==> src/rtl/rrsd_pkg.sv <==
// Shared constants and the colour widening function of the RLE RGB555 sprite decoder.
`default_nettype none

package rrsd_pkg;

  // Fixed field widths.
  localparam int BYTE_W      = 8;
  localparam int DIM_W       = 13;
  localparam int STRIDE_W    = 14;
  localparam int BASE_W      = 26;
  localparam int LEN_W       = 24;
  localparam int COLOR_W     = 32;
  localparam int OUT_ADDR_W  = 26;
  localparam int CFG_IDX_W   = 3;
  localparam int CFG_DATA_W  = 32;
  localparam int OUT_DATA_W  = 64;
  localparam int OUT_USER_W  = 2;

  // Configuration register indexes.
  localparam logic [CFG_IDX_W-1:0] REG_MODE   = 3'd0;
  localparam logic [CFG_IDX_W-1:0] REG_WIDTH  = 3'd1;
  localparam logic [CFG_IDX_W-1:0] REG_HEIGHT = 3'd2;
  localparam logic [CFG_IDX_W-1:0] REG_STRIDE = 3'd3;
  localparam logic [CFG_IDX_W-1:0] REG_BASE   = 3'd4;
  localparam logic [CFG_IDX_W-1:0] REG_LENGTH = 3'd5;
  localparam logic [CFG_IDX_W-1:0] REG_KEY    = 3'd6;

  // Stream parser phases.
  localparam logic [1:0] PH_CTRL = 2'd0;
  localparam logic [1:0] PH_SKIP = 2'd1;
  localparam logic [1:0] PH_LOW  = 2'd2;
  localparam logic [1:0] PH_HIGH = 2'd3;

  // Control byte that introduces a skip count.
  localparam logic [BYTE_W-1:0] CTRL_SKIP = 8'hFF;

  // Reset value of the transparent key.
  localparam logic [COLOR_W-1:0] KEY_RESET = 32'hFFF7_00FF;

  // RGB555 to opaque ARGB8888, top bits of each channel replicated into the low bits.
  function automatic logic [COLOR_W-1:0] widen555(input logic [15:0] w);
    return {8'hFF, w[14:10], w[14:12], w[9:5], w[9:7], w[4:0], w[4:2]};
  endfunction

endpackage

`default_nettype wire

==> src/rtl/rrsd_wrap_unit.sv <==
// Shared column wrap step: compares the column accumulator with the width and advances the row.
`default_nettype none

module rrsd_wrap_unit #(
  parameter int ACC_W = 14,
  parameter int CW    = 13,
  parameter int AW    = 26
) (
  input  wire logic [ACC_W-1:0]              acc,
  input  wire logic [rrsd_pkg::DIM_W-1:0]    eff_width,
  input  wire logic [CW-1:0]                 row,
  input  wire logic [AW-1:0]                 row_addr,
  input  wire logic [rrsd_pkg::STRIDE_W-1:0] stride,
  output logic                               wrap,
  output logic [ACC_W-1:0]                   acc_sub,
  output logic [CW-1:0]                      row_inc,
  output logic [AW-1:0]                      row_addr_inc
);

  logic [ACC_W-1:0] width_ext;

  assign width_ext    = ACC_W'(eff_width);
  assign wrap         = (acc >= width_ext);
  assign acc_sub      = acc - width_ext;
  assign row_inc      = row + CW'(1);
  assign row_addr_inc = row_addr + AW'(stride);

endmodule

`default_nettype wire

==> src/rtl/rle_rgb555_sprite_decoder.sv <==
// Top level of the RLE RGB555 sprite decoder: stream parser, position sequencer, result register.
//
//   channel  | ports                                | payload
//   ---------+--------------------------------------+---------------------------------------
//   input    | in_tvalid, in_tready, in_tdata       | data_byte
//   result   | out_tvalid, out_tready, out_tdata,   | tdata: write_address, write_color
//            | out_tuser                            | tuser: write_valid, done_res
//   config   | cfg_valid, cfg_ready, cfg_index,     | register index, write data
//            | cfg_data                             |
//
// After an item is accepted, the wrap step runs once, plus once more for each row that the item
// crosses: a pixel at the end of its row crosses one, and a skip count crosses up to 255 rows
// with a one-pixel width. The wrap step is a single subtract-and-compare unit that the sequencer
// reuses every cycle. The input is ready only between items.
// A result waits in the output register while out_tready is low, which holds the sequencer.
// Reset is synchronous and active low; it loads the register defaults and restarts the sprite.
`default_nettype none

module rle_rgb555_sprite_decoder #(
  parameter int COORD_BITS = 12,
  parameter int ADDR_BITS  = 26
) (
  input  wire logic                                clk,
  input  wire logic                                rst_n,
  // Input stream. tdata: [7:0] data_byte.
  input  wire logic                                in_tvalid,
  output logic                                     in_tready,
  input  wire logic [rrsd_pkg::BYTE_W-1:0]         in_tdata,
  // Result stream. tdata: [25:0] write_address, [57:26] write_color, [63:58] zero.
  // tuser: [0] write_valid, [1] done_res.
  output logic                                     out_tvalid,
  input  wire logic                                out_tready,
  output logic [rrsd_pkg::OUT_DATA_W-1:0]          out_tdata,
  output logic [rrsd_pkg::OUT_USER_W-1:0]          out_tuser,
  // Configuration writes.
  input  wire logic                                cfg_valid,
  output logic                                     cfg_ready,
  input  wire logic [rrsd_pkg::CFG_IDX_W-1:0]      cfg_index,
  input  wire logic [rrsd_pkg::CFG_DATA_W-1:0]     cfg_data
);

  // Column and row counters carry one bit above the coordinate range.
  localparam int CW    = COORD_BITS + 1;
  localparam int CMPW  = (CW > rrsd_pkg::DIM_W) ? CW : rrsd_pkg::DIM_W;
  localparam int ACC_W = CMPW + 1;
  localparam int AW    = ADDR_BITS;

  localparam logic ST_IDLE = 1'b0;
  localparam logic ST_WRAP = 1'b1;

  // Configuration registers.
  logic                            mode_r, mode_nxt;
  logic [rrsd_pkg::DIM_W-1:0]      width_r, width_nxt;
  logic [rrsd_pkg::DIM_W-1:0]      height_r, height_nxt;
  logic [rrsd_pkg::STRIDE_W-1:0]   stride_r, stride_nxt;
  logic [rrsd_pkg::BASE_W-1:0]     base_r, base_nxt;
  logic [rrsd_pkg::LEN_W-1:0]      length_r, length_nxt;
  logic [rrsd_pkg::COLOR_W-1:0]    key_r, key_nxt;

  // Decoder state.
  logic                            state_r, state_nxt;
  logic [1:0]                      phase_r, phase_nxt;
  logic [rrsd_pkg::BYTE_W-1:0]     run_left_r, run_left_nxt;
  logic [rrsd_pkg::BYTE_W-1:0]     low_half_r, low_half_nxt;
  logic [CW-1:0]                   column_r, column_nxt;
  logic [CW-1:0]                   row_r, row_nxt;
  logic [AW-1:0]                   row_addr_r, row_addr_nxt;
  logic [rrsd_pkg::LEN_W-1:0]      bytes_left_r, bytes_left_nxt;
  logic                            finished_r, finished_nxt;
  logic [ACC_W-1:0]                acc_r, acc_nxt;

  // Pixel write decided at acceptance, sent once the position has settled.
  logic                            pend_wv_r, pend_wv_nxt;
  logic [rrsd_pkg::OUT_ADDR_W-1:0] pend_addr_r, pend_addr_nxt;
  logic [rrsd_pkg::COLOR_W-1:0]    pend_color_r, pend_color_nxt;

  // Result register.
  logic                            out_valid_r, out_valid_nxt;
  logic                            out_wv_r, out_wv_nxt;
  logic                            out_done_r, out_done_nxt;
  logic [rrsd_pkg::OUT_ADDR_W-1:0] out_addr_r, out_addr_nxt;
  logic [rrsd_pkg::COLOR_W-1:0]    out_color_r, out_color_nxt;

  logic                            in_fire;
  logic                            cfg_fire;
  logic                            out_free;
  logic                            restart;
  logic [rrsd_pkg::DIM_W-1:0]      eff_width;
  logic                            row_at_end;
  logic                            pre_end;
  logic [rrsd_pkg::COLOR_W-1:0]    pixel_color;
  logic [rrsd_pkg::OUT_ADDR_W-1:0] pixel_addr;
  logic [ACC_W-1:0]                col_plus_one;
  logic [ACC_W-1:0]                col_plus_skip;
  logic                            wrap;
  logic [ACC_W-1:0]                acc_sub;
  logic [CW-1:0]                   row_inc;
  logic [AW-1:0]                   row_addr_inc;

  assign in_tready  = (state_r == ST_IDLE);
  assign cfg_ready  = 1'b1;
  assign in_fire    = in_tvalid && in_tready;
  assign cfg_fire   = cfg_valid && cfg_ready;
  assign out_free   = !out_valid_r || out_tready;

  assign out_tvalid = out_valid_r;
  assign out_tdata  = {{(rrsd_pkg::OUT_DATA_W - rrsd_pkg::COLOR_W - rrsd_pkg::OUT_ADDR_W){1'b0}},
                       out_color_r, out_addr_r};
  assign out_tuser  = {out_done_r, out_wv_r};

  // A width of zero behaves as a width of one.
  assign eff_width  = (width_r == '0) ? rrsd_pkg::DIM_W'(1) : width_r;
  assign row_at_end = (CMPW'(row_r) >= CMPW'(height_r));

  // Decoding is over once the image is full or, in compressed mode, the budget is spent at a
  // record boundary. The same test runs before an item and again after its position settles.
  assign pre_end = finished_r || row_at_end ||
                   (mode_r && (phase_r == rrsd_pkg::PH_CTRL) && (bytes_left_r == '0));

  assign pixel_color   = rrsd_pkg::widen555({in_tdata, low_half_r});
  assign pixel_addr    = rrsd_pkg::OUT_ADDR_W'(row_addr_r + AW'(column_r));
  assign col_plus_one  = ACC_W'(CW'(column_r + CW'(1)));
  assign col_plus_skip = ACC_W'(column_r) + ACC_W'(in_tdata);

  rrsd_wrap_unit #(
    .ACC_W (ACC_W),
    .CW    (CW),
    .AW    (AW)
  ) u_wrap (
    .acc          (acc_r),
    .eff_width    (eff_width),
    .row          (row_r),
    .row_addr     (row_addr_r),
    .stride       (stride_r),
    .wrap         (wrap),
    .acc_sub      (acc_sub),
    .row_inc      (row_inc),
    .row_addr_inc (row_addr_inc)
  );

  always_comb begin
    mode_nxt       = mode_r;
    width_nxt      = width_r;
    height_nxt     = height_r;
    stride_nxt     = stride_r;
    base_nxt       = base_r;
    length_nxt     = length_r;
    key_nxt        = key_r;
    state_nxt      = state_r;
    phase_nxt      = phase_r;
    run_left_nxt   = run_left_r;
    low_half_nxt   = low_half_r;
    column_nxt     = column_r;
    row_nxt        = row_r;
    row_addr_nxt   = row_addr_r;
    bytes_left_nxt = bytes_left_r;
    finished_nxt   = finished_r;
    acc_nxt        = acc_r;
    pend_wv_nxt    = pend_wv_r;
    pend_addr_nxt  = pend_addr_r;
    pend_color_nxt = pend_color_r;
    out_valid_nxt  = out_valid_r && !out_tready;
    out_wv_nxt     = out_wv_r;
    out_done_nxt   = out_done_r;
    out_addr_nxt   = out_addr_r;
    out_color_nxt  = out_color_r;
    restart        = 1'b0;

    if (cfg_fire) begin
      restart = 1'b1;
      case (cfg_index)
        rrsd_pkg::REG_MODE:   mode_nxt   = cfg_data[0];
        rrsd_pkg::REG_WIDTH:  width_nxt  = cfg_data[rrsd_pkg::DIM_W-1:0];
        rrsd_pkg::REG_HEIGHT: height_nxt = cfg_data[rrsd_pkg::DIM_W-1:0];
        rrsd_pkg::REG_STRIDE: stride_nxt = cfg_data[rrsd_pkg::STRIDE_W-1:0];
        rrsd_pkg::REG_BASE:   base_nxt   = cfg_data[rrsd_pkg::BASE_W-1:0];
        rrsd_pkg::REG_LENGTH: length_nxt = cfg_data[rrsd_pkg::LEN_W-1:0];
        rrsd_pkg::REG_KEY:    key_nxt    = cfg_data;
        default:              restart    = 1'b0;
      endcase
      // Any write to a defined register (index 0 to 6) starts the sprite over with the new settings.
      if (restart) begin
        state_nxt      = ST_IDLE;
        phase_nxt      = rrsd_pkg::PH_CTRL;
        run_left_nxt   = '0;
        low_half_nxt   = '0;
        column_nxt     = '0;
        row_nxt        = '0;
        row_addr_nxt   = AW'(base_nxt);
        bytes_left_nxt = length_nxt;
        finished_nxt   = 1'b0;
      end
    end else if (state_r == ST_IDLE) begin
      if (in_fire) begin
        state_nxt      = ST_WRAP;
        acc_nxt        = ACC_W'(column_r);
        pend_wv_nxt    = 1'b0;
        pend_addr_nxt  = '0;
        pend_color_nxt = '0;
        if (pre_end) begin
          // Bytes after the end are swallowed.
          finished_nxt = 1'b1;
        end else if (!mode_r) begin
          // Raw mode: pairs of bytes, keyed colour becomes transparent.
          if (phase_r != rrsd_pkg::PH_HIGH) begin
            low_half_nxt = in_tdata;
            phase_nxt    = rrsd_pkg::PH_HIGH;
          end else begin
            pend_wv_nxt    = 1'b1;
            pend_addr_nxt  = pixel_addr;
            pend_color_nxt = (pixel_color == key_r) ? '0 : pixel_color;
            phase_nxt      = rrsd_pkg::PH_LOW;
            acc_nxt        = col_plus_one;
          end
        end else begin
          if (bytes_left_r != '0) begin
            bytes_left_nxt = bytes_left_r - rrsd_pkg::LEN_W'(1);
          end
          case (phase_r)
            rrsd_pkg::PH_CTRL: begin
              if (in_tdata == rrsd_pkg::CTRL_SKIP) begin
                phase_nxt = rrsd_pkg::PH_SKIP;
              end else if (in_tdata != '0) begin
                run_left_nxt = in_tdata;
                phase_nxt    = rrsd_pkg::PH_LOW;
              end
            end
            rrsd_pkg::PH_SKIP: begin
              // The wrap step then peels off whole rows one per cycle.
              acc_nxt   = col_plus_skip;
              phase_nxt = rrsd_pkg::PH_CTRL;
            end
            rrsd_pkg::PH_LOW: begin
              low_half_nxt = in_tdata;
              phase_nxt    = rrsd_pkg::PH_HIGH;
            end
            default: begin
              // Literal pixels are never keyed.
              pend_wv_nxt    = 1'b1;
              pend_addr_nxt  = pixel_addr;
              pend_color_nxt = pixel_color;
              acc_nxt        = col_plus_one;
              if (run_left_r <= rrsd_pkg::BYTE_W'(1)) begin
                run_left_nxt = '0;
                phase_nxt    = rrsd_pkg::PH_CTRL;
              end else begin
                run_left_nxt = run_left_r - rrsd_pkg::BYTE_W'(1);
                phase_nxt    = rrsd_pkg::PH_LOW;
              end
            end
          endcase
        end
      end
    end else begin
      if (wrap) begin
        acc_nxt      = acc_sub;
        row_nxt      = row_inc;
        row_addr_nxt = row_addr_inc;
      end else if (out_free) begin
        // Position has settled: close the item and present its result.
        column_nxt    = CW'(acc_r);
        finished_nxt  = pre_end;
        out_valid_nxt = 1'b1;
        out_wv_nxt    = pend_wv_r;
        out_addr_nxt  = pend_addr_r;
        out_color_nxt = pend_color_r;
        out_done_nxt  = pre_end;
        state_nxt     = ST_IDLE;
      end
    end
  end

  always_ff @(posedge clk) begin
    if (!rst_n) begin
      mode_r       <= 1'b0;
      width_r      <= rrsd_pkg::DIM_W'(1);
      height_r     <= rrsd_pkg::DIM_W'(1);
      stride_r     <= rrsd_pkg::STRIDE_W'(1);
      base_r       <= '0;
      length_r     <= '0;
      key_r        <= rrsd_pkg::KEY_RESET;
      state_r      <= ST_IDLE;
      phase_r      <= rrsd_pkg::PH_CTRL;
      run_left_r   <= '0;
      low_half_r   <= '0;
      column_r     <= '0;
      row_r        <= '0;
      row_addr_r   <= '0;
      bytes_left_r <= '0;
      finished_r   <= 1'b0;
      acc_r        <= '0;
      out_valid_r  <= 1'b0;
    end else begin
      mode_r       <= mode_nxt;
      width_r      <= width_nxt;
      height_r     <= height_nxt;
      stride_r     <= stride_nxt;
      base_r       <= base_nxt;
      length_r     <= length_nxt;
      key_r        <= key_nxt;
      state_r      <= state_nxt;
      phase_r      <= phase_nxt;
      run_left_r   <= run_left_nxt;
      low_half_r   <= low_half_nxt;
      column_r     <= column_nxt;
      row_r        <= row_nxt;
      row_addr_r   <= row_addr_nxt;
      bytes_left_r <= bytes_left_nxt;
      finished_r   <= finished_nxt;
      acc_r        <= acc_nxt;
      out_valid_r  <= out_valid_nxt;
    end
  end

  always_ff @(posedge clk) begin
    pend_wv_r    <= pend_wv_nxt;
    pend_addr_r  <= pend_addr_nxt;
    pend_color_r <= pend_color_nxt;
    out_wv_r     <= out_wv_nxt;
    out_done_r   <= out_done_nxt;
    out_addr_r   <= out_addr_nxt;
    out_color_r  <= out_color_nxt;
  end

  // A result without a pixel write carries an all-zero payload.
  a_no_write_zero: assert property (@(posedge clk) disable iff (!rst_n)
    (out_valid_r && !out_wv_r) |-> (out_addr_r == '0 && out_color_r == '0))
    else $error("result without a write has a nonzero payload");

  // Between items the column always lies inside the row.
  a_column_in_row: assert property (@(posedge clk) disable iff (!rst_n)
    (state_r == ST_IDLE) |-> (ACC_W'(column_r) < ACC_W'(eff_width)))
    else $error("column left outside the image width");

  // Only a configuration write brings a finished sprite back to life.
  a_finished_sticks: assert property (@(posedge clk) disable iff (!rst_n)
    (finished_r && !cfg_fire) |=> finished_r)
    else $error("finished flag cleared without a register write");

  // Leaving the wrap sequencer always presents a result.
  a_wrap_emits: assert property (@(posedge clk) disable iff (!rst_n)
    (state_r == ST_WRAP && !wrap && out_free && !cfg_fire) |=> (out_valid_r && state_r == ST_IDLE))
    else $error("item closed without a result");

endmodule

`default_nettype wire
==> config.mk <==
export PLATFORM = sky130hd
export DESIGN_NAME = rle_rgb555_sprite_decoder
export DESIGN_NICKNAME = d
export VERILOG_FILES = /design/src/rtl/rrsd_pkg.sv /design/src/rtl/rrsd_wrap_unit.sv /design/src/rtl/rle_rgb555_sprite_decoder.sv
export SDC_FILE = /design/constraint.sdc
export NUM_CORES = 1
export LEC_CHECK = 0
export BUFFER_PORTS_ARGS = -buffer_cell sky130_fd_sc_hd__clkbuf_2
export CORE_MARGIN = 2
export CORE_UTILIZATION = 55
export DETAILED_ROUTE_END_ITERATION = 12
export PLACE_DENSITY = 0.73
export SYNTH_ARGS = -nofsm -noshare
export SYNTH_HDL_FRONTEND = slang
export SYNTH_HIERARCHICAL = 1
export SYNTH_SLANG_ARGS = --single-unit
==> constraint.sdc <==
create_clock -name clk -period 4.29 [get_ports clk]
set_input_delay 1.287 -clock clk [delete_from_list [all_inputs] [get_ports clk]]
set_output_delay 1.287 -clock clk [all_outputs]
set_load 0.01 [all_outputs]
After elaboration in Yosys (flattened, before gate mapping)
Cells that the tools add are included.
- register bits after elaboration: 353
- logic and storage cells: 191
- memory bits (read-only): 0
- RAM bits: 0
- bits of input ports: 48
- output and inout port bits: 69
- memories kept: 0
- latch bits: 0
- shifts and indexed selects: 0
- $add $sub $neg: 8
- magnitude comparators: 3
- div/mod/pow operators: 0
- muxes and demuxes: 85
- reductions and logical operators: 44
- bitwise gates (word level): 3
- multiply operators: 0
- equality and inequality tests: 23
- operator list (operator ; count):
    $mux W26 ; 8
    $mux W24 ; 8
    $mux W13 ; 10
    $mux W32 ; 4
    $mux W8 ; 16
    $mux W14 ; 5
    $eq A32 B32 Y1 ; 1
    $pmux W14 S2 ; 1
    $add A13 B1 Y13 const B ; 2
    $add A26 B13 Y26 ; 1
    $add A26 B14 Y26 ; 1
    $logic_not A24 Y1 ; 1
    $reduce_bool A24 Y1 ; 1
    $sub A24 B1 Y24 const B ; 1
    $mux W1 ; 22
    $mux W2 ; 9
    $pmux W8 S2 ; 1
    $add A13 B8 Y14 ; 1
    $ge A14 B13 Y1 ; 1
    $reduce_bool A2 Y1 ; 7
    $sub A14 B13 Y14 ; 1
    $ge A13 B13 Y1 ; 1
    $logic_not A13 Y1 ; 1
    $reduce_and A6 Y1 ; 2
    other kinds (30) ; 60

Logic depth before layout (Yosys ltp)
Gate-level depths: netlist of the first run.
- depth after elaboration: 9
- mapped depth: 17
- mapped depth without buffers: 15

Hierarchy
Netlist of the first run, hierarchy kept.
- by module, submodules not included (module ; sequential area each (um2) ; area each (um2) ; cells an instance ; times used):
    rle_rgb555_sprite_decoder ; 7297.0 ; 15693.8 ; 1877 ; 1
    rrsd_wrap_unit ; 0.0 ; 1670.4 ; 239 ; 1

Least setup slack after synthesis of the first run
Ideal clock, no wire load.
- path kind: register -> register
- start: reg width_r[5] (netlist bit)
- end: reg column_r[10]
- setup slack: 0.056 ns
- path buffers: 1
- required time: 4.219 ns
- arrival: 4.163 ns
- stages on the path, launching flop included: 15
- clock period less this slack: 4.234 ns
- path through: dfxtp_1 -> nor4_1 -> a41o_1 -> ha_1 -> fa_1 -> nand2b_1 -> a21oi_1 -> o21ai_0 -> nand3b_1 -> o21ai_0 -> nand2_1 -> nor3_1 -> clkbuf_1 -> a22oi_1 -> nor2_1
- cells in the longest elaborated chain, start to end: 5
- RTL lines (what ; line ; source):
    start: declaration ; rle_rgb555_sprite_decoder.sv:53 ; logic [rrsd_pkg::DIM_W-1:0] width_r, width_nxt;
    start signal: assignment ; rle_rgb555_sprite_decoder.sv:276 ; width_r <= rrsd_pkg::DIM_W'(1);
    start signal: assignment ; rle_rgb555_sprite_decoder.sv:295 ; width_r <= width_nxt;
    $logic_not A13 Y1 ; rle_rgb555_sprite_decoder.sv:112 ; assign eff_width = (width_r == '0) ? rrsd_pkg::DIM_W'(1) : width_r;
    $mux W13 ; rle_rgb555_sprite_decoder.sv:112 ;
    net eff_width, one bit ; rle_rgb555_sprite_decoder.sv:88 ; logic [rrsd_pkg::DIM_W-1:0] eff_width;
    $ge A14 B13 Y1 ; rrsd_wrap_unit.sv:23 ; assign wrap = (acc >= width_ext);
    net wrap ; rle_rgb555_sprite_decoder.sv:95 ; logic wrap;
    $ne A2 B2 Y1 (no line) ; n/a ;
    $reduce_and A4 Y1 (no line) ; n/a ;
    end signal: assignment ; rle_rgb555_sprite_decoder.sv:305 ; column_r <= column_nxt;
    end: declaration ; rle_rgb555_sprite_decoder.sv:65 ; logic [CW-1:0] column_r, column_nxt;
The timed path passes the listed nets, and every way through them passes these cells.
A chain may end at the register's enable or synchronous reset.

Worst setup path after layout of the first run
- start: reg width_r[1] (netlist bit)
- end: reg row_addr_r[23]
- cells in the longest elaborated chain, start to end: 5
- RTL lines (what ; line ; source):
    $logic_not A13 Y1 ; rle_rgb555_sprite_decoder.sv:112 ;
    $mux W13 ; rle_rgb555_sprite_decoder.sv:112 ;
    net eff_width, one bit ; rle_rgb555_sprite_decoder.sv:88 ;
    $ge A14 B13 Y1 ; rrsd_wrap_unit.sv:23 ;
    net wrap ; rle_rgb555_sprite_decoder.sv:95 ;
    $reduce_bool A2 Y1 (no line) ; n/a ;
    $reduce_and A3 Y1 (no line) ; n/a ;
    end signal: assignment ; rle_rgb555_sprite_decoder.sv:307 ; row_addr_r <= row_addr_nxt;
    end: declaration ; rle_rgb555_sprite_decoder.sv:67 ; logic [AW-1:0] row_addr_r, row_addr_nxt;
The timed path passes the listed nets, and every way through them passes these cells.

==> run metrics, run 1 <==
outcome finished, final reports clean; Setup Skew 0.0241 ns; crit-path max FO 26; overall die area approximately 33000 um2; TritonCTS clock tree done; Post-Synth Adder-Cell Area 5.58%; sequential power share 45.3%; Critical Path RT roughly 4.8 ns; Worst Setup SP width_r[1]; hold bufs inserted after CTS 0; post-CTS setup buffers 0; Internal roughly 5.3 mW; largest family of logic cells by synthesized area simple AND/OR/NAND/NOR gates; Post-synth EDFFs 87; Startpoint Class flip-flop; slew margin rel. 17.1%; Hold Crit Class reg2reg; die extent in y between 150 and 200 um; Async SR Flop Fraction 0%; vias in the first global route between 10000 and 15000; Tmin final 4.07 ns; CTS HTree Levels 2; first-pass GRT wire length 78500 um; Syn Inst Count between 2000 and 2500; clk sinks approximately 320; worst ir drop on vdd 0.000305 V; DR vias approximately 16000; post_cts resized 0; initial core utilization 55.5%; Non-Filler Instances 2581; design area 19200 um2; Switch Pwr 2.05 mW; combinational share of power 14.6%; first-iteration detailed-routing DRC count 1600; clock share of power between 40% and 50%; Post-Synth XOR/XNOR Area 3.73%; final setup fails 0; WHS Path Cells 0; post-route ant nets 0; leakage 7.38 nW; CTS Buf Count 36; Max Slew Vio Count 0; Syn-to-layout area delta 10.4%; FF-to-FF Start width_r[1]; routed len/inst about 19 um; sequential-to-total area share from yosys stat a little over two fifths; Hold Crit Endpoint out_color_r[20]; share of cells above drive strength 1 10.9%; kind of critical path reg2reg; DRC 0; Worst R2R End row_addr_r[23]; Post-Place Cell Area 18000 um2; Slew @ Worst Pin 1.24 ns; Total GRT Usage approximately 30%; FF-to-FF path depth 14; post-synthesis mux area share less than 1%; DP HPWL 34400 um; Hold Startpoint pend_color_r[20]; max cap viols 0; PwrDens 384 nW/um2; Root Buffer clkbuf_16; Synth Area in Simple Gates 24.4%; Worst Path Arrival 4.52 ns; Synth Area in Compound Gates 17.6%; Final Hold Vio Count 0; CP Capture Type flip-flop; Ys Warns 6; syn_area_per_cell 8.21 um2; NumNets Final 2276; PortBufs 109; placed cell count 2516; core area between 30000 and 40000 um2; die width 182 um; clock slew at reported path FFs 0.06 ns; #FFs+latches synth ~320; Final Wtd Congestion ~0.93; grt ovf 0; Synth Cell Area ~17000 um2; drt first pass iters 6; Most used DFF post-synth dfxtp_1; pin count of the biggest net entering global routing 94; Boundary Pins about 120; clk buf depth 3; Synth cell types 87; Row Count 65; initial antenna violation count 1; Vias/cell roughly 6.1; Clock Latency Late Sink between 0.5 and 0.6 ns; switching share of total power between 20% and 30%; Worst R2R Setup Slack 0.22 ns; Tcrit/Tclk final between 90% and 100%; Total Wirelength around 50000 um; Fmax around 250 MHz
## cell type report
type | instances | area, um2
Antenna cell | 1 | 2.50
Sequential cell | 321 | 7300
Clock buffer | 51 | 1060
Clock inverter | 12 | 81.3
Multi-Input combinational cell | 1575 | 9120
Inverter | 75 | 287
Timing Repair Buffer | 144 | 821
Fill cell | 2693 | 12100
Tap cell | 402 | 503
## flip-flops by register name (all words and copies together), names as in the netlist, 2 cells and up
signal and flops:
pend_addr_r 26, acc_r 14, pend_color_r 16, row_addr_r 26, out_color_r 16, run_left_r 8
bytes_left_r 24, base_r 26, length_r 24, stride_r 14, row_r 13, out_addr_r 26
low_half_r 8, width_r 13, column_r 13, height_r 13, phase_r 2, key_r 32
## power by group through the flow
stage | Combinational [mW] | Clock [mW] | Sequential (mW)
after floorplan | 0.756 | 0 | 3.36
after global placement | 1.02 | 0 | 3.39
after detailed placement | 1.04 | 0 | 3.40
after CTS | 1.05 | 2.98 | 3.33
after global routing | 1.17 | 3.11 | 3.35
final | 1.08 | 2.95 | 3.34
## Yosys cell counts (all sizes together), types with 9 or more instances
| library cell | number | share of area (%) |
|---|---|---|
| o211ai | 23 | 0.99 |
| nor4 | 17 | 0.70 |
| nand3 | 99 | 2.9 |
| o311ai | 9 | 0.45 |
| a311oi | 13 | 0.83 |
| clkbuf | 113 | 2.4 |
| and2 | 21 | 0.76 |
| a21o | 14 | 0.61 |
| xor2 | 30 | 1.5 |
| o21ai | 96 | 2.8 |
| inv | 74 | 1.6 |
| o32ai | 11 | 0.55 |
| xnor2 | 44 | 2.2 |
| and3 | 52 | 1.9 |
| nor3 | 71 | 2.0 |
| or3 | 20 | 0.75 |
| dfxtp | 234 | 27 |
| nand2b | 10 | 0.36 |
| a22oi | 18 | 0.78 |
| mux2i | 15 | 0.86 |
| nor2 | 181 | 3.9 |
| a31oi | 17 | 0.70 |
| nor2b | 10 | 0.36 |
| nand2 | 361 | 7.8 |
| a21oi | 205 | 5.9 |
| edfxtp | 87 | 15 |
| nand4 | 23 | 0.83 |
| ha | 71 | 5.1 |
| a211oi | 13 | 0.56 |
| or4 | 9 | 0.41 |
| or2 | 13 | 0.47 |
| buf | 38 | 1.6 |
## critical path, stage by stage (launching register included)
cell and delay [ns]:
dfxtp_1 0.34, nor4_1 0.32, a41o_1 0.22, ha_1 0.18
fa_1 0.22, nand2b_1 0.13, a21oi_1 0.08, o21ai_0 0.25
nand3b_1 0.16, o21ai_0 0.21, nand2_1 0.17, and3_1 0.38
nor2_2 1.01, a21oi_1 0.18, nor2_1 0.15
## per-stage QoR
stage / worst slack, ns / total power [mW] / util, % / setup TNS [ns] / hold slack, ns
detailed placement: 0.381 / 4.44 / 57.6 / 0 / 0.405
floorplan: 0.0562 / 4.12 / - / 0 / 0.400
global route: -0.0116 / 7.63 / 61.2 / -0.0116 / 0.422
CTS: 0.394 / 7.36 / 61.2 / 0 / 0.418
finish: 0.222 / 7.37 / 61.2 / 0 / 0.417
global placement: 0.573 / 4.41 / 57.6 / 0 / 0.401
## per-layer routing
metal | wire length [um] | GRT usage [%] | up-vias
met5 | 0 | 0 | -
met4 | 1790 | 12.3 | 0
met3 | 4490 | 4.41 | 110
met2 | 22600 | 47.4 | 768
met1 | 21100 | 40.1 | 7425
li1 | - | - | 7556
## cells by family (layout without fill, tap and decap cells)
| kind of cell | after synthesis | count (layout) |
|---|---|---|
| adders and majority gates | 75 | 75 |
| xor gates and xnor gates | 74 | 74 |
| buffers and inverters | 226 | 282 |
| other | 2 | 8 |
| DFF | 321 | 321 |
| and+or+nand+nor | 913 | 914 |
| AOI/OAI and AO/OA | 489 | 489 |
| muxes | 16 | 16 |
## placed cells by master, fill, tap and decap left out, drive strengths merged, types with 17 or more instances in the layout
cell type	netlist	final
a21oi	205	205
a22oi	18	18
a31oi	17	17
and2	21	21
and3	52	52
buf	38	37
clkbuf	113	158
dfxtp	234	234
edfxtp	87	87
ha	71	71
inv	74	75
nand2	361	361
nand3	99	99
nand4	23	23
nor2	181	182
nor3	71	71
nor4	17	17
o211ai	23	23
o21ai	96	96
or3	20	20
xnor2	44	44
xor2	30	30
## worst max path at each step
stage / cells after the start / slack [ns] / end
after CTS: 15 / 0.39 / row_addr_r[20]
after global routing: 14 / -0.01 / row_addr_r[8]
after detailed placement: 15 / 0.38 / row_addr_r[20]
after floorplan: 14 / 0.06 / column_r[10]
after global placement: 15 / 0.57 / row_addr_r[0]
final: 14 / 0.22 / row_addr_r[23]
Power figures use the tool's default switching activity.
==> inputs of run 2 (changes only) <==
--- a/config.mk
+++ b/config.mk
@@ -6,10 +6,11 @@
 export NUM_CORES = 1
 export LEC_CHECK = 0
 export BUFFER_PORTS_ARGS = -buffer_cell sky130_fd_sc_hd__clkbuf_2
+export CAP_MARGIN = 5
 export CORE_MARGIN = 2
-export CORE_UTILIZATION = 55
+export CORE_UTILIZATION = 60
 export DETAILED_ROUTE_END_ITERATION = 12
-export PLACE_DENSITY = 0.73
+export PLACE_DENSITY = 0.76
 export SYNTH_ARGS = -nofsm -noshare
 export SYNTH_HDL_FRONTEND = slang
 export SYNTH_HIERARCHICAL = 1
==> constraint.sdc (replaced) <==
create_clock -name clk -period 4.54 [get_ports clk]
set_input_delay 1.362 -clock clk [delete_from_list [all_inputs] [get_ports clk]]
set_output_delay 1.362 -clock clk [all_outputs]
set_load 0.01 [all_outputs]
==> run 2 against run 1 <==
- final area fell by 0.23%
- sequential power fell by 5%
- worst hold slack got worse by 0.0010 ns
- sequential share of layout area rose by 0.087 points
- largest cell class unchanged
- largest power group unchanged
- total power fell by 4.2%
==> run metrics, run 2 (synthesis results as in run 1) <==
Clock Latency Late Sink 0.52 ns (about the same); Critical Path RT 4.97 ns (+0.22 ns); initial antenna violation count 0 (-1); Reg with most FFs key_r; hold bufs inserted after CTS 0 (unchanged); crit-path max FO 52 (+100%); clk buf depth 3 (unchanged); die extent in y 174 um (-4.2%); Fin Setup TNS 0 ns (unchanged); Top Usage Layer GRT met2; Boundary Pins 117 (unchanged); most common cell after layout, fill and taps aside nand2_1; kind of critical path reg2reg; Total GRT Usage 31.5% (+1.9 points); first-iteration detailed-routing DRC count 1688 (+5.5%); post_cts resized 0 (unchanged); Hold Crit Class reg2reg; met3 Use GR 4.88% (+0.47 points); Worst Path Arrival 4.13 ns (-0.39 ns); routed len/inst 19.1 um (-1.2%); Hold Crit Endpoint out_addr_r[7]; clk sinks 321 (unchanged); PwrDens 369 nW/um2 (-4.0%); FF-to-FF Start width_r[8]; vias in the first global route 14489 (-2.2%); Syn-to-layout area delta 10.2%; Final Hold Vio Count 0 (unchanged); core area 28600 um2 (-8.6%); leakage 7.40 nW (+0.21%); DP HPWL 33400 um (-3.0%); FF-to-FF path depth 16 (+2); Tcrit/Tclk final 81.6% (-13 points); Startpoint Class flip-flop; drt first pass iters 5 (-1); worst ir drop on vdd 0.000345 V (+13%); outcome finished, final reports clean; DR vias 15808 (-0.32%); CTS HTree Levels 2 (unchanged); PortBufs 109 (unchanged); Vias/cell 6.19 (+0.73%); DRC 0 (unchanged); pin count of the biggest net entering global routing 150 (+60%); Slew @ Worst Pin 1.01 ns (-0.233 ns); Worst R2R End row_addr_r[13]; NumNets Final 2267 (-0.40%); final setup fails 0 (unchanged); TritonCTS clock tree done; Max Slew Vio Count 0 (unchanged); WHS Path Cells 0 (unchanged); CTS Buf Count 35 (-2.8%); initial core utilization 60.7% (+5.2 points); overall die area 30300 um2 (-8.1%); clock slew at reported path FFs 0.06 ns (about the same); Hold Startpoint pend_addr_r[7]; Row Count 62 (-4.6%); GRT met1 Usage 44.1% (+3.9 points); number of antenna cells inserted 0 (-1); share of cells above drive strength 1 10.6% (-0.33 points); number of flip-flops under the largest register name 32 (unchanged); CP Capture Type flip-flop; Tmin final 3.71 ns (-0.362 ns); slew margin rel. 31.7% (+15 points); Total Wirelength 48800 um (-2.2%); M2 GR Usage 49.1% (+1.7 points); Final Wtd Congestion 0.940 (+1.1%); Fmax 270 MHz (+9.8%); post-CTS setup buffers 0 (unchanged); first-pass GRT wire length 76800 um (-2.1%); post-route ant nets 0 (unchanged); RSZ-0062 raised after global routing no; die width 174 um (-4.2%); worst hold slack 0.416 ns (-0.00105 ns); grt ovf 0 (unchanged); Worst R2R Setup Slack 0.83 ns (+0.61 ns); Setup Skew 0.00964 ns (-0.0144 ns); Root Buffer clkbuf_16; most frequent cells in the layout 361 x nand2_1, 234 x dfxtp_1, 205 x a21oi_1, 179 x nor2_1, 108 x clkbuf_2; max cap viols 0 (unchanged)
-- run 2: cell count changes in the layout (fill, tap and decap cells not counted), moves of 3 or more --
| cell | previous run | this run |
|---|---|---|
| clkinvlp_4 | 5 | 0 |
| buf_4 | 34 | 26 |
| clkinv_2 | 1 | 6 |
| inv_6 | 0 | 3 |
| bufinv_16 | 0 | 4 |
| clkinvlp_2 | 3 | 0 |
| clkbuf_16 | 38 | 35 |
-- run 2: final cells by class --
| cell class | count | area [um2] |
|---|---|---|
| multi-input combinational | 1574 | 9120 |
| inverter | 75 | 287 |
| sequential | 321 | 7300 |
| clock buffer | 49 | 988 |
| clock inverter | 14 | 180 |
| tap | 384 | 480 |
| fill | 2356 | 9500 |
| timing repair buffer | 137 | 781 |
-- run 2: critical path: stages (launching register included) --
cell and delay, ns:
dfxtp_1 0.38, nor3_1 0.08, a41o_1 0.24, ha_1 0.22, fa_1 0.41, nand2b_1 0.18, a21oi_1 0.20, o21ai_0 0.15
nand3b_1 0.14, o21ai_0 0.10, nand2_1 0.20, and3_1 0.58, nor2_4 0.06, buf_12 0.18, nor3_1 0.22, a21oi_1 0.06
nor2_1 0.16
-- run 2: worst max path at each step --
stage,to,cells after the start,startpoint,slack (ns)
after global routing,row_addr_r[13],16,width_r[1],0.57
after detailed placement,acc_r[8],11,in_tdata[0],0.64
after CTS,row_addr_r[13],16,width_r[1],0.94
final,row_addr_r[13],16,width_r[8],0.83
after floorplan,column_r[10],14,width_r[5],0.31
after global placement,acc_r[8],11,in_tdata[0],0.72
-- run 2: per-stage QoR --
step | instances | cell area, um2 | utilization [%] | power [mW] | setup slack (ns)
6_report | 2554 | 19100 | 66.8 | 7.06 | 0.835
5_1_grt | 2554 | 19100 | 66.8 | 7.29 | 0.566
4_1_cts | 2554 | 19100 | 66.8 | 7.05 | 0.936
3_5_place_dp | 2491 | 18000 | 62.7 | 4.18 | 0.642
3_3_place_gp | 2491 | 18000 | 62.7 | 4.15 | 0.721
2_1_floorplan | 2121 | 17400 | - | 3.89 | 0.306
-- run 2: where the power goes --
| part | switching, mW | leakage [nW] | internal, mW |
|---|---|---|---|
| logic | 0.655 | 4.07 | 0.343 |
| clock network | 1.15 | 0.579 | 1.75 |
| registers | 0.108 | 2.75 | 3.05 |
| total | 1.91 | 7.40 | 5.14 |
-- run 2: routing by layer --
layer  up-vias  wire length [um]
met5         -                 0
met4         0              1890
met3       111              4030
met2       763             21500
met1      7397             21400
li1       7537                 -
